==> src/design/assert_macros.svh <==
// Assertion helpers shared by the filter modules
`ifndef ASSERT_MACROS_SVH
`define ASSERT_MACROS_SVH

`ifndef SYNTH

// Same-cycle implication
`define ASSERT_IMPL(lbl, clk, rst_n, ante, cons) \
    lbl: assert property (@(posedge clk) disable iff (!rst_n) (ante) |-> (cons)) \
        else $error("%m: assertion failed");

// Next-cycle implication
`define ASSERT_NEXT(lbl, clk, rst_n, ante, cons) \
    lbl: assert property (@(posedge clk) disable iff (!rst_n) (ante) |=> (cons)) \
        else $error("%m: assertion failed");

`else

`define ASSERT_IMPL(lbl, clk, rst_n, ante, cons)
`define ASSERT_NEXT(lbl, clk, rst_n, ante, cons)

`endif

`endif

==> src/design/c3rf_pkg.sv <==
package c3rf_pkg;

    localparam int DEF_MAX_WIDTH      = 2048;
    localparam int DEF_MAX_HEIGHT     = 4096;
    localparam int DEF_COEF_FRAC_BITS = 14;

    localparam int KERN_DIM   = 3;
    localparam int TAPS       = KERN_DIM * KERN_DIM;
    localparam int PIX_W      = 16;
    localparam int COEF_W     = 16;
    localparam int KROW_W     = KERN_DIM * COEF_W;
    localparam int IMG_W_W    = 12;
    localparam int IMG_H_W    = 13;
    localparam int CFG_IDX_W  = 3;
    localparam int CFG_DATA_W = 48;
    localparam int Q_DEPTH    = 4;

    localparam int PIX_MAX_NARROW = 255;
    localparam int PIX_MAX_WIDE   = 65535;

    localparam logic [KROW_W-1:0]  RST_K_TOP  = KROW_W'(0);
    localparam logic [KROW_W-1:0]  RST_K_MID  = KROW_W'(16384);
    localparam logic [KROW_W-1:0]  RST_K_BOT  = KROW_W'(0);
    localparam logic [IMG_W_W-1:0] RST_WIDTH  = IMG_W_W'(2048);
    localparam logic [IMG_H_W-1:0] RST_HEIGHT = IMG_H_W'(4096);

    typedef enum logic [CFG_IDX_W-1:0] {
        REG_K_TOP,
        REG_K_MID,
        REG_K_BOT,
        REG_WIDTH,
        REG_HEIGHT,
        REG_WIDE
    } t_reg_idx;

    // Row class of an accepted request
    typedef enum logic [2:0] {
        CLS_FIRST,
        CLS_SECOND,
        CLS_BODY,
        CLS_DRAIN,
        CLS_OVER
    } t_cls;

    typedef struct packed {
        logic [KROW_W-1:0]  k_top;
        logic [KROW_W-1:0]  k_mid;
        logic [KROW_W-1:0]  k_bot;
        logic [IMG_W_W-1:0] width;
        logic [IMG_H_W-1:0] height;
        logic               wide;
    } t_cfg;

    typedef logic [TAPS-1:0][PIX_W-1:0] t_taps;

    typedef struct packed {
        t_taps taps;
        logic  last;
    } t_qent;

endpackage

==> src/design/c3rf_queue.sv <==
`include "assert_macros.svh"

module c3rf_queue (
    input  logic             i_clk,
    input  logic             i_rst_n,
    input  logic             i_push_valid,
    input  c3rf_pkg::t_qent  i_push_data,
    output logic             o_push_ready,
    output logic             o_pop_valid,
    output c3rf_pkg::t_qent  o_pop_data,
    input  logic             i_pop_ready
);
    import c3rf_pkg::*;

    localparam int PW = $clog2(Q_DEPTH);
    localparam int CW = $clog2(Q_DEPTH + 1);

    t_qent         r_mem [Q_DEPTH];
    logic [PW-1:0] r_wr, r_rd;
    logic [CW-1:0] r_count;
    logic          push_go, pop_go;

    assign o_push_ready = (r_count != CW'(Q_DEPTH));
    assign o_pop_valid  = (r_count != '0);
    assign o_pop_data   = r_mem[r_rd];
    assign push_go      = i_push_valid && o_push_ready;
    assign pop_go       = o_pop_valid && i_pop_ready;

    always_ff @(posedge i_clk) begin
        if (push_go) begin
            r_mem[r_wr] <= i_push_data;
        end
    end

    always_ff @(posedge i_clk) begin
        if (!i_rst_n) begin
            r_wr    <= '0;
            r_rd    <= '0;
            r_count <= '0;
        end else begin
            if (push_go) begin
                r_wr <= (r_wr == PW'(Q_DEPTH - 1)) ? '0 : r_wr + PW'(1);
            end
            if (pop_go) begin
                r_rd <= (r_rd == PW'(Q_DEPTH - 1)) ? '0 : r_rd + PW'(1);
            end
            if (push_go && !pop_go) begin
                r_count <= r_count + CW'(1);
            end else if (pop_go && !push_go) begin
                r_count <= r_count - CW'(1);
            end
        end
    end

    `ASSERT_NEXT(a_q_fill, i_clk, i_rst_n, push_go && !pop_go, r_count == $past(r_count) + CW'(1))

endmodule

==> config.mk <==
export PLATFORM = sky130hd
export DESIGN_NAME = c3rf_queue
export DESIGN_NICKNAME = d
export VERILOG_FILES = /design/src/design/c3rf_pkg.sv /design/src/design/c3rf_queue.sv
export VERILOG_INCLUDE_DIRS = /design/src /design/src/design
export SDC_FILE = /design/constraint.sdc
export NUM_CORES = 1
export LEC_CHECK = 0
export BUFFER_PORTS_ARGS = -buffer_cell sky130_fd_sc_hd__buf_2
export CORE_ASPECT_RATIO = 0.7
export CORE_UTILIZATION = 40
export DETAILED_ROUTE_END_ITERATION = 7
export MAX_ROUTING_LAYER = met4
export SLEW_MARGIN = 40
export SYNTH_ARGS = -nofsm -noshare
export SYNTH_HDL_FRONTEND = slang
export SYNTH_SLANG_ARGS = --single-unit
==> constraint.sdc <==
create_clock -name i_clk -period 11.1 [get_ports i_clk]
set_input_delay 0 -clock i_clk [delete_from_list [all_inputs] [get_ports i_clk]]
set_output_delay 0 -clock i_clk [all_outputs]
set_load 0.03 [all_outputs]
Word-level counts from Yosys, hierarchy flattened
Memory sizes are Yosys's and may differ from the RTL's. A register that Yosys moved wholly into a read port is not among the register bits.
Cells that the tools add are included.

word-level totals
  register bits = 7
  memory bits (writable) = 580
  bits of input ports = 149
  logic and storage cells = 27
  memories = 1

memory list
  memory  words  bits a word  rd ports  clocked after memory_dff  write ports  RTL line          text
  r_mem   4      145          1         1                         1            c3rf_queue.sv:18  t_qent r_mem [Q_DEPTH];

operators by class
  add/subtract/negate cells = 4
  eq/ne operators = 3
  muxes and demuxes = 8
  reduce and logical (&&, ||, !) cells = 8

operator list
  cell                 number
  $mux 2               4
  $mux 3               2
  $add 2x1->2 const B  2
  $eq 2x2->1 const B   2
  $logic_and 1x1->1    4
  $add 3x1->3 const B  1
  $ne 3x3->1 const B   1
  $reduce_bool 3->1    1
  $sub 3x1->3 const B  1
  $logic_not 1->1      2
  $mux 1               2
  $reduce_bool 2->1    1

Logic depth before layout (Yosys ltp)
Gate-level depths: netlist (run 1).

  word-level depth = 6
  depth in mapped cells = 9
  depth with buffers taken out = 8

Worst setup path after synthesis (run 1)
Ideal clock, no wire load.

  kind = register to register
  start point = register r_count[0]
  end point = memory r_mem[0][0] in the netlist's numbering (enable)
  setup time = 0.523 ns
  arrival = 4.180 ns
  data required time = 10.577 ns
  path slack = 6.397 ns
  cell stages (with the launch flop) = 4
  buffers on the path = 1
  path through = dfxtp_1 or3b_1 clkbuf_2 and3_1

on the way
  longest elaborated chain between the ends = 4

RTL lines
  item                          RTL line          text
  start: declaration            c3rf_queue.sv:20  logic [CW-1:0] r_count;
  start signal: assignment      c3rf_queue.sv:48  r_count <= r_count + CW'(1);
  start signal: assignment      c3rf_queue.sv:50  r_count <= r_count - CW'(1);
  $ne 3x3->1                    c3rf_queue.sv:23  assign o_push_ready = (r_count != CW'(Q_DEPTH));
  net o_push_ready              c3rf_queue.sv:8   output logic o_push_ready,
  $logic_and 1x1->1             c3rf_queue.sv:26  assign push_go = i_push_valid && o_push_ready;
  $mux 1                        c3rf_queue.sv:30  if (push_go) begin
  $mux 1 (not written as such)  c3rf_queue.sv:31  r_mem[r_wr] <= i_push_data;
  end: declaration              c3rf_queue.sv:18

The timed path passes the listed nets, and every way through them passes these cells.

==> metrics.txt, run 1 <==
outcome=complete, no violations; clock-pin slew on the worst setup and hold paths=0.06 ns; area of the placeable core=52500 um2; total placed instance area=23600 um2; area fraction in compound gates after synthesis=0.164%; effective utilization at floorplan=40.7%; post-detailed-route via-to-cell ratio=5.00; Synthesized Nets=964; crit path setup slack, layout=7.78 ns; count of input and output buffers=295; overall die area=54300 um2; leftover overflow at the end of global routing=0; number of setup buffers added after CTS=0; antenna violations before repair=7; reg-to-reg slack, setup=8.74 ns; capturing element type of the critical path=output pin; total of flip-flops plus latches after synthesis=589; via total after detailed routing=10100; Sum Neg Setup Slack=0 ns; power density over cell area=227 nW/um2; vias in the first global route=11000; y dimension of the die=195 um; setup slack at placement=7.80 ns; insertion delay of the later-clocked pin in the worst-skew pair=0.59 ns; Synth Area in XOR/XNOR=0.0820%; max_cap viols=0; sum of routed wire segments on met1=18300 um; peak fanout along the critical path=41; routed length on met3=2760 um; mux contribution to synthesized area=15.4%; buffer depth of the longest clock path=3; routability congestion estimate from global placement=0.739; Max-slew headroom=50.3%; number of core rows=70; maximum level of the CTS H-tree=2; count of different cell masters after synthesis=27; Worst Skew=0.0140 ns; Peak Freq=301 MHz; final hold violation count=0; setup violators final=0; sort of element at the start of the critical path=flip-flop; DPL Wire Length=24400 um; mean post-synth cell area=26.4 um2; area share of and/or/nand/nor cells after synthesis=0.516%; post-route design area=26900 um2; area of the mapped netlist=21400 um2; Final Max Tran Viols=0; number of nets in the layout=1446; width of the die=278 um; P_leak=0.00900 uW; total chip power=6120 uW; Max VDD drop=0.000186 V; area growth from synthesis to final layout=26.0%; Crit Path Category=reg2out; antenna-violating nets left=0; count of mapped cells out of synthesis=808; First-pass DRT Iterations=5; period utilization=29.9%; routed wire length per instance=20.8 um; sequential element share of the synthesized area=82.4%; Hold Crit Class=in2reg; clock root buffer master=sky130_fd_sc_hd__clkbuf_16; wire length of the first global-routing pass=64800 um; DRC=0; DRC violation total after the first TritonRoute iteration=740; Data required, critical path=11.10 ns; RSZ-0062 raised after global routing=false; CTS tree=done; maximum number of pins on one net before global-route repair=66; fin util=51.3%; aggregate global-route resource usage=16.2%; sinks on the clock net=589; total wirelength of the detailed-routed design=42200 um; fraction of the mapped netlist area in adder cells=0.445%; Worst Tran Pin Value=0.746 ns; uppermost metal layer occupied by signal nets=met4; main combinational cell family by area after synthesis=multiplexers; number of warning messages in the yosys log=0; wire length on met2=20400 um; total CTS buffers=55; proportion of layout cells with a drive suffix above 1=40.4%; minimum period implied by the final worst setup slack=3.32 ns; boundary pin count=296; Arr. time, crit path=3.32 ns
==> cell families (layout without fill, tap and decap cells) <==
group,Yosys count,count (layout)
compound gates,6,6
simple gates,20,20
other cells,0,7
fa+ha+maj,7,7
buf+inv,37,563
mux,147,147
xor+xnor,2,2
flops,589,589
==> layer usage <==
metal / vias up / track usage, %
met2: 276 / 24.9
met1: 5309 / 21.6
li1: 4488 / -
met3: 52 / 4.26
met4: 0 / 4.19
met5: - / -
==> worst max-delay path, cell delays in order (launching register included) <==
cell	delay, ns
sky130_fd_sc_hd__dfxtp_4	0.73
sky130_fd_sc_hd__buf_6	0.56
sky130_fd_sc_hd__buf_6	0.58
sky130_fd_sc_hd__mux4_2	0.63
sky130_fd_sc_hd__buf_2	0.21
==> synth_stat cells <==
| cell | count | area, um2 |
|---|---|---|
| sky130_fd_sc_hd__inv_1 | 3 | 11.3 |
| sky130_fd_sc_hd__ha_1 | 6 | 75.1 |
| sky130_fd_sc_hd__and2_1 | 1 | 6.26 |
| sky130_fd_sc_hd__nand4_1 | 1 | 6.26 |
| sky130_fd_sc_hd__edfxtp_1 | 580 | 17400 |
| sky130_fd_sc_hd__buf_6 | 7 | 78.8 |
| sky130_fd_sc_hd__o31ai_1 | 1 | 7.51 |
| sky130_fd_sc_hd__xnor2_1 | 1 | 8.76 |
| sky130_fd_sc_hd__clkbuf_2 | 1 | 5.00 |
| sky130_fd_sc_hd__o21ai_0 | 3 | 15.0 |
| sky130_fd_sc_hd__mux4_2 | 145 | 3270 |
| sky130_fd_sc_hd__and3_1 | 4 | 25.0 |
| sky130_fd_sc_hd__nor2b_1 | 1 | 6.26 |
| sky130_fd_sc_hd__or3b_1 | 1 | 8.76 |
| sky130_fd_sc_hd__nor2_1 | 2 | 7.51 |
| sky130_fd_sc_hd__buf_2 | 16 | 80.1 |
| sky130_fd_sc_hd__mux2i_1 | 2 | 20.0 |
| sky130_fd_sc_hd__xor2_1 | 1 | 8.76 |
| sky130_fd_sc_hd__nand2_1 | 5 | 18.8 |
| sky130_fd_sc_hd__or3_1 | 2 | 12.5 |
| sky130_fd_sc_hd__fa_1 | 1 | 20.0 |
| sky130_fd_sc_hd__dfxtp_1 | 9 | 180 |
| sky130_fd_sc_hd__and2_4 | 1 | 8.76 |
| sky130_fd_sc_hd__o21ai_1 | 1 | 5.00 |
| sky130_fd_sc_hd__clkbuf_1 | 10 | 37.5 |
| sky130_fd_sc_hd__a21boi_0 | 1 | 7.51 |
| sky130_fd_sc_hd__nand3_1 | 2 | 10.0 |
==> final timing paths <==
check,start,endpoint,cells past startpoint
setup / recovery,flip-flop,o_pop_data[144],4
hold / removal,i_push_data[15],r_mem[1][15]$_DFFE_PP_,2
setup reg to reg,r_count[0]$_SDFFE_PN0P_,r_mem[3][111]$_DFFE_PP_,4
hold reg to reg,r_wr[1]$_SDFFE_PN0P_,r_wr[1]$_SDFFE_PN0P_,2
==> timing repair <==
item                                   CTS  global route
hold buffers                           150             0
endpoints found under the hold margin  589             0
gates resized for setup                  0             0
==> state kept, by name, summed over array words and instances, names as in the netlist, named ones only <==
signal,flops
r_count,3
r_wr,2
r_mem,580
r_rd,2
==> report_power, final <==
part / internal (uW) / switching, uW / leakage (uW)
clock: 1010 / 788 / 0.000837
combinational: 575 / 974 / 0.00277
sequential: 2700 / 78.2 / 0.00539
total: 4280 / 1840 / 0.00900
==> layout make-up <==
cell class | count | area, um2
tap | 684 | 856
timing repair buffer | 459 | 3140
fill | 4118 | 25600
antenna | 7 | 17.5
clock buffer | 67 | 1420
clock inverter | 34 | 283
multi-input combinational | 182 | 3560
sequential | 589 | 17600
inverter | 3 | 11.3
==> cells in the final DEF, fill, tap and decap left out, types with 3 or more instances in the layout <==
master	count
sky130_fd_sc_hd__and3_4	4
sky130_fd_sc_hd__dfxtp_1	7
sky130_fd_sc_hd__mux4_2	145
sky130_fd_sc_hd__buf_2	295
sky130_fd_sc_hd__bufinv_16	4
sky130_fd_sc_hd__nand2_1	5
sky130_fd_sc_hd__diode_2	7
sky130_fd_sc_hd__dlygate4sd3_1	150
sky130_fd_sc_hd__clkinv_2	12
sky130_fd_sc_hd__inv_1	3
sky130_fd_sc_hd__edfxtp_1	580
sky130_fd_sc_hd__clkbuf_1	12
sky130_fd_sc_hd__o21ai_0	3
sky130_fd_sc_hd__clkinv_1	11
sky130_fd_sc_hd__ha_1	6
sky130_fd_sc_hd__buf_6	12
sky130_fd_sc_hd__clkbuf_16	55
sky130_fd_sc_hd__inv_6	3
==> metrics by stage <==
stage               instances  hold slack (ns)
finish                   2025            0.155
global route             2025            0.135
CTS                      2017            0.102
detailed placement       1766            0.216
global placement         1766            0.213
floorplan                 808           0.0989
(Power assumes the default switching activity.)
==> run 2, diff against run 1 <==
clock period = 3 ns   (was 11.1 ns; I/O delays follow)
==> run 2 against run 1 <==
  * Clock skew is 0.0050 ns higher
  * Sequential share of layout area is 0.94 points lower
  * Critical path type unchanged
  * Die area unchanged
  * Cell count increased by 1.3%
  * Power grew to 3.7 times the previous value
  * Sequential cell count is the same
  * Register-to-register slack got worse by 8.0 ns
  * Utilization up 0.74 points
  * Sequential power rose to 3.7 times the previous value
  * Critical endpoint is now o_pop_data[136]
  * Worst hold slack improved by 0.0064 ns
  * Global-route usage hardly changed
==> metrics.txt, run 2 (synthesized netlist as in run 1, its figures left out) <==
power density over cell area=836 nW/um2 (+270%); Crit path buffers/inverters=2 (-1); proportion of layout cells with a drive suffix above 1=41.9% (+1.5 points); number of cells in the design after placement=1798 (+1.8%); area growth from synthesis to final layout=27.8%; setup violators final=0 (unchanged); P_leak=0.00920 uW (+2.2%); insertion delay of the later-clocked pin in the worst-skew pair=0.59 ns (about the same); R2R cell count=7 (+3); wire length of the first global-routing pass=64600 um (-0.31%); outcome=complete, no violations; Worst Skew=0.0189 ns (+0.00498 ns); antenna violations before repair=5 (-2); fill count=4110 (-0.19%); boundary pin count=296 (unchanged); Worst Tran Pin Value=0.673 ns (-0.0723 ns); sinks on the clock net=589 (unchanged); worst r2r src=r_count[0]$_SDFFE_PN0P_; DRC=0 (unchanged); area of the placeable core=52500 um2 (unchanged); period utilization=82.1%; Data required, critical path=3.00 ns (-8.10 ns); cells along the critical path=buf_12 -> mux4_2 -> buf_2; final hold violation count=0 (unchanged); clock-pin slew on the worst setup and hold paths=0.06 ns (about the same); most used cells in the layout excluding fill and tap cells=sky130_fd_sc_hd__edfxtp_1, sky130_fd_sc_hd__buf_2, sky130_fd_sc_hd__dlygate4sd3_1; sort of element at the start of the critical path=flip-flop; vias in the first global route=11100 (+1.1%); family with the most delay on the worst path=flip-flops; minimum period implied by the final worst setup slack=2.46 ns; Hold Crit Class=in2reg; Top reg by flops=r_mem; buffer depth of the longest clock path=3 (unchanged); total wirelength of the detailed-routed design=42300 um (+0.16%); maximum number of pins on one net before global-route repair=55 (-17%); First-pass DRT Iterations=5 (unchanged); routed wire length per instance=20.6 um (-1.1%); Arr. time, crit path=2.46 ns (-0.86 ns); aggregate global-route resource usage=16.2% (-0.027 points); registers with the most flip-flops=r_mem: 580 flops, r_count: 3 flops; Max VDD drop=0.000502 V (+170%); post-detailed-route via-to-cell ratio=4.96 (-0.72%); cell depth of the worst min-delay path=2 (unchanged); reg-to-reg slack, setup=0.71 ns (-8.03 ns); effective utilization at floorplan=40.7% (unchanged); width of the die=278 um (unchanged); DRC violation total after the first TritonRoute iteration=473 (-36%); Peak Freq=406 MHz; Crit Path Category=reg2out; max reg flops=580 (unchanged); Final Max Tran Viols=0 (unchanged); number of core rows=70 (unchanged); DPL Wire Length=25700 um (+5.2%); via total after detailed routing=10200 (+0.55%); Critical-path top delay cell=sky130_fd_sc_hd__dfxtp_4; capturing point of the worst reg2reg path=r_count[2]$_SDFFE_PN0P_; count of input and output buffers=295 (unchanged); leftover overflow at the end of global routing=0 (unchanged); total chip power=22800 uW (+270%); total CTS buffers=55 (unchanged); max_cap viols=0 (unchanged); clock root buffer master=sky130_fd_sc_hd__clkbuf_16; most common cell after layout, fill and taps aside=sky130_fd_sc_hd__edfxtp_1; hold path startpoint=i_push_data[59]; antenna-violating nets left=0 (unchanged); RSZ-0062 raised after global routing=false; number of nets in the layout=1477 (+2.1%); delay of the slowest cell on the worst path=0.78 ns (+0.05 ns); CTS tree=done; final instance count without filler cells=2051 (+1.3%); overall die area=54300 um2 (unchanged); y dimension of the die=195 um (unchanged); endpoint with the worst hold slack=r_mem[2][59]$_DFFE_PP_; peak fanout along the critical path=29 (-29%); capturing element type of the critical path=output pin; routability congestion estimate from global placement=0.712 (-3.7%); Max-slew headroom=55.1% (+4.8 points); maximum level of the CTS H-tree=2 (unchanged)
[run 2: final cells by class]
class | instances | area, um2 | area share (%)
Clock inverter | 32 | 244 | 0.894
Timing Repair Buffer | 490 | 3580 | 13.1
Tap cell | 684 | 856 | 3.14
Antenna cell | 5 | 12.5 | 0.0459
Inverter | 3 | 11.3 | 0.0413
Multi-Input combinational cell | 182 | 3560 | 13.1
Sequential cell | 589 | 17600 | 64.5
Clock buffer | 66 | 1420 | 5.20
[run 2: timing repair]
item | CTS | global route
setup buffers | 0 | 0
resized for setup | 0 | 0
hold endpoints to repair | 589 | 0
hold buffers | 150 | 0
[run 2: worst max-delay path by stage]
stage | startpoint | end | slack, ns | cells past startpoint
finish | flip-flop | o_pop_data[136] | 0.54 | 3
global route | flip-flop | o_pop_data[35] | 0.36 | 3
CTS | flip-flop | o_pop_data[90] | 0.42 | 3
detailed placement | r_count[0]$_SDFFE_PN0P_ | r_count[2]$_SDFFE_PN0P_ | 0.68 | 7
global placement | r_count[0]$_SDFFE_PN0P_ | r_count[2]$_SDFFE_PN0P_ | 0.74 | 7
floorplan | r_count[0]$_SDFFE_PN0P_ | r_mem[0][0]$_DFFE_PP_ | -0.05 | 3
[run 2: report_power, final]
part / internal (uW) / switching [uW]
Sequential: 9960 / 311
Clock: 3620 / 2900
Combinational: 2370 / 3650
Total: 15900 / 6870
[run 2: stage by stage]
stage	setup TNS (ns)	setup slack (ns)	hold slack, ns	util [%]	cell area [um2]
6_report	0	0.536	0.161	52.0	27300
3_3_place_gp	0	0.745	0.212	46.0	24100
2_1_floorplan	-27.78	-0.0479	0.0989	-	21400
4_1_cts	0	0.417	0.113	52.0	27300
5_1_grt	0	0.358	0.132	52.0	27300
3_5_place_dp	0	0.683	0.218	46.0	24100
[run 2: metal layers]
metal  global-route usage (%)  share of wire, %  vias up
li1                         -                 -     4531
met4                     3.87               1.6        0
met1                     21.5                45     5332
met3                     4.70               6.7       62
met2                     24.7                47      256
met5                        -                 0        -
==> run 3, diff against run 2 <==
clock period = 2.25 ns   (was 3 ns; I/O delays follow)
==> run 3 against run 2 <==
  * Utilization grew 0.36 points
  * Combinational power grew 39%
  * Global-route usage grew 0.31 points
  * Worst hold slack lost 0.0079 ns
  * Routed wire length grew 2.4%
  * Non-clock buffer count grew 3
  * Power grew 35%
  * Clock skew shrank 0.0029 ns
  * Critical endpoint is now o_pop_data[69]
  * Highest routed layer unchanged
==> metrics.txt, run 3 (synthesized netlist as in run 1, its figures left out) <==
Max VDD drop=0.000746 V (+49%); number of setup buffers added after CTS=0 (unchanged); DRC violation total after the first TritonRoute iteration=638 (+35%); most common cell after layout, fill and taps aside=sky130_fd_sc_hd__edfxtp_1; area of the placeable core=52500 um2 (unchanged); power density over cell area=1120 nW/um2 (+34%); maximum level of the CTS H-tree=2 (unchanged); Max-slew headroom=71.6% (+17 points); buffer depth of the longest clock path=3 (unchanged); y dimension of the die=195 um (unchanged); vias in the first global route=11100 (+0.20%); count of input and output buffers=295 (unchanged); First-pass DRT Iterations=4 (-1); antenna-violating nets left=0 (unchanged); routability congestion estimate from global placement=0.714 (+0.25%); number of core rows=70 (unchanged); max_cap viols=0 (unchanged); Hold Crit Class=in2reg; clock-pin slew on the worst setup and hold paths=0.06 ns (about the same); Crit Path Category=reg2out; peak fanout along the critical path=43 (+48%); capturing element type of the critical path=output pin; total placed instance area=24200 um2 (+0.25%); RSZ-0062 raised after global routing=true; boundary pin count=296 (unchanged); number of nets in the layout=1479 (+0.14%); total wirelength of the detailed-routed design=43300 um (+2.4%); aggregate global-route resource usage=16.5% (+0.31 points); width of the die=278 um (unchanged); antenna violations before repair=6 (+1); DRC=0 (unchanged); minimum period implied by the final worst setup slack=2.17 ns; overall die area=54300 um2 (unchanged); outcome=complete, no violations; most used cells in the layout excluding fill and tap cells=sky130_fd_sc_hd__edfxtp_1, sky130_fd_sc_hd__buf_2, sky130_fd_sc_hd__dlygate4sd3_1; Final Max Tran Viols=0 (unchanged); insertion delay of the later-clocked pin in the worst-skew pair=0.59 ns (about the same); reg-to-reg slack, setup=0.19 ns (-0.52 ns); sinks on the clock net=589 (unchanged); Arr. time, crit path=2.17 ns (-0.29 ns); registers with the most flip-flops=r_mem: 580 flops, r_count: 3 flops; via total after detailed routing=10200 (-0.26%); fill count=4076 (-0.83%); post-route design area=27500 um2 (+0.68%); Worst Skew=0.0160 ns (-0.00295 ns); proportion of layout cells with a drive suffix above 1=42.3% (+0.36 points); area growth from synthesis to final layout=28.7%; fin util=52.4% (+0.36 points); clock root buffer master=sky130_fd_sc_hd__clkbuf_16; Data required, critical path=2.25 ns (-0.75 ns); leftover overflow at the end of global routing=0 (unchanged); effective utilization at floorplan=40.7% (unchanged); setup violators final=0 (unchanged); final hold violation count=0 (unchanged); routed wire length per instance=21.0 um (+2.0%); DPL Wire Length=26300 um (+2.4%); max reg flops=580 (unchanged); CTS tree=done; wire length of the first global-routing pass=65400 um (+1.4%); period utilization=96.6%; post-detailed-route via-to-cell ratio=4.93 (-0.59%); Worst Tran Pin Value=0.426 ns (-0.248 ns); Top reg by flops=r_mem; total CTS buffers=54 (-1.8%); P_leak=0.00927 uW (+0.83%); maximum number of pins on one net before global-route repair=50 (-9.1%); Peak Freq=460 MHz; sort of element at the start of the critical path=flip-flop; post-route worst hold slack=0.153 ns (-0.00792 ns)
## run 3: cell types whose count changed in the layout (fill, tap and decap cells not counted), moves of 2 or more
cell | previous run | this run
sky130_fd_sc_hd__buf_16 | 0 | 3
sky130_fd_sc_hd__clkbuf_16 | 55 | 58
sky130_fd_sc_hd__clkinv_2 | 15 | 13
sky130_fd_sc_hd__diode_2 | 5 | 7
## run 3: worst max-delay path: stages, from the launching register on
cell                      delay (ns)
sky130_fd_sc_hd__dfxtp_4        0.42
sky130_fd_sc_hd__buf_16         0.33
sky130_fd_sc_hd__mux4_2         0.61
sky130_fd_sc_hd__buf_2          0.21
## run 3: final cells by class
class,instances,area (um2),share of cell area (%)
Inverter,3,11.3,0.0410
Clock inverter,32,272,0.988
Antenna cell,7,17.5,0.0638
Clock buffer,68,1470,5.34
Sequential cell,589,17600,64.1
Multi-Input combinational cell,182,3570,13.0
Tap cell,684,856,3.12
Timing Repair Buffer,493,3680,13.4
## run 3: final timing paths
kind                                start                       to  depth (start not counted)
setup / recovery                flip-flop           o_pop_data[69]                          3
setup reg to reg  r_count[1]$_SDFFE_PN0P_  r_count[2]$_SDFFE_PN0P_                          8
hold / removal             i_push_data[4]    r_mem[0][4]$_DFFE_PP_                          2
hold reg to reg      r_rd[1]$_SDFFE_PN0P_                flip-flop                          2
## run 3: where the power goes
part	internal, uW	switching (uW)	total [uW]
clock network	5090	3870	8950
registers	13300	292	13600
logic	3280	5070	8350
total	21600	9230	30900
## run 3: metrics by stage
step | setup slack (ns) | setup TNS, ns | cells | total power [uW]
3_3_place_gp | 0.197 | 0 | 1801 | 21900
5_1_grt | -0.0195 | -0.0474 | 2057 | 32100
2_1_floorplan | 0.0276 | 0 | 808 | 19300
3_5_place_dp | 0.135 | 0 | 1801 | 22000
4_1_cts | 0.00433 | 0 | 2050 | 31200
6_report | 0.0757 | 0 | 2058 | 30900
## run 3: timing repair
item	4_1_cts	5_1_grt
hold buffers	149	0
endpoints found under the hold margin	601	0
endpoints found under the setup margin	1	20
gates resized for setup	1	3
cloned	0	1
## run 3: layer usage
metal	part of all wire, %	GRT usage, %
met5	0	-
met4	1.7	4.13
met3	7.3	4.80
met2	47	25.2
met1	43	21.9
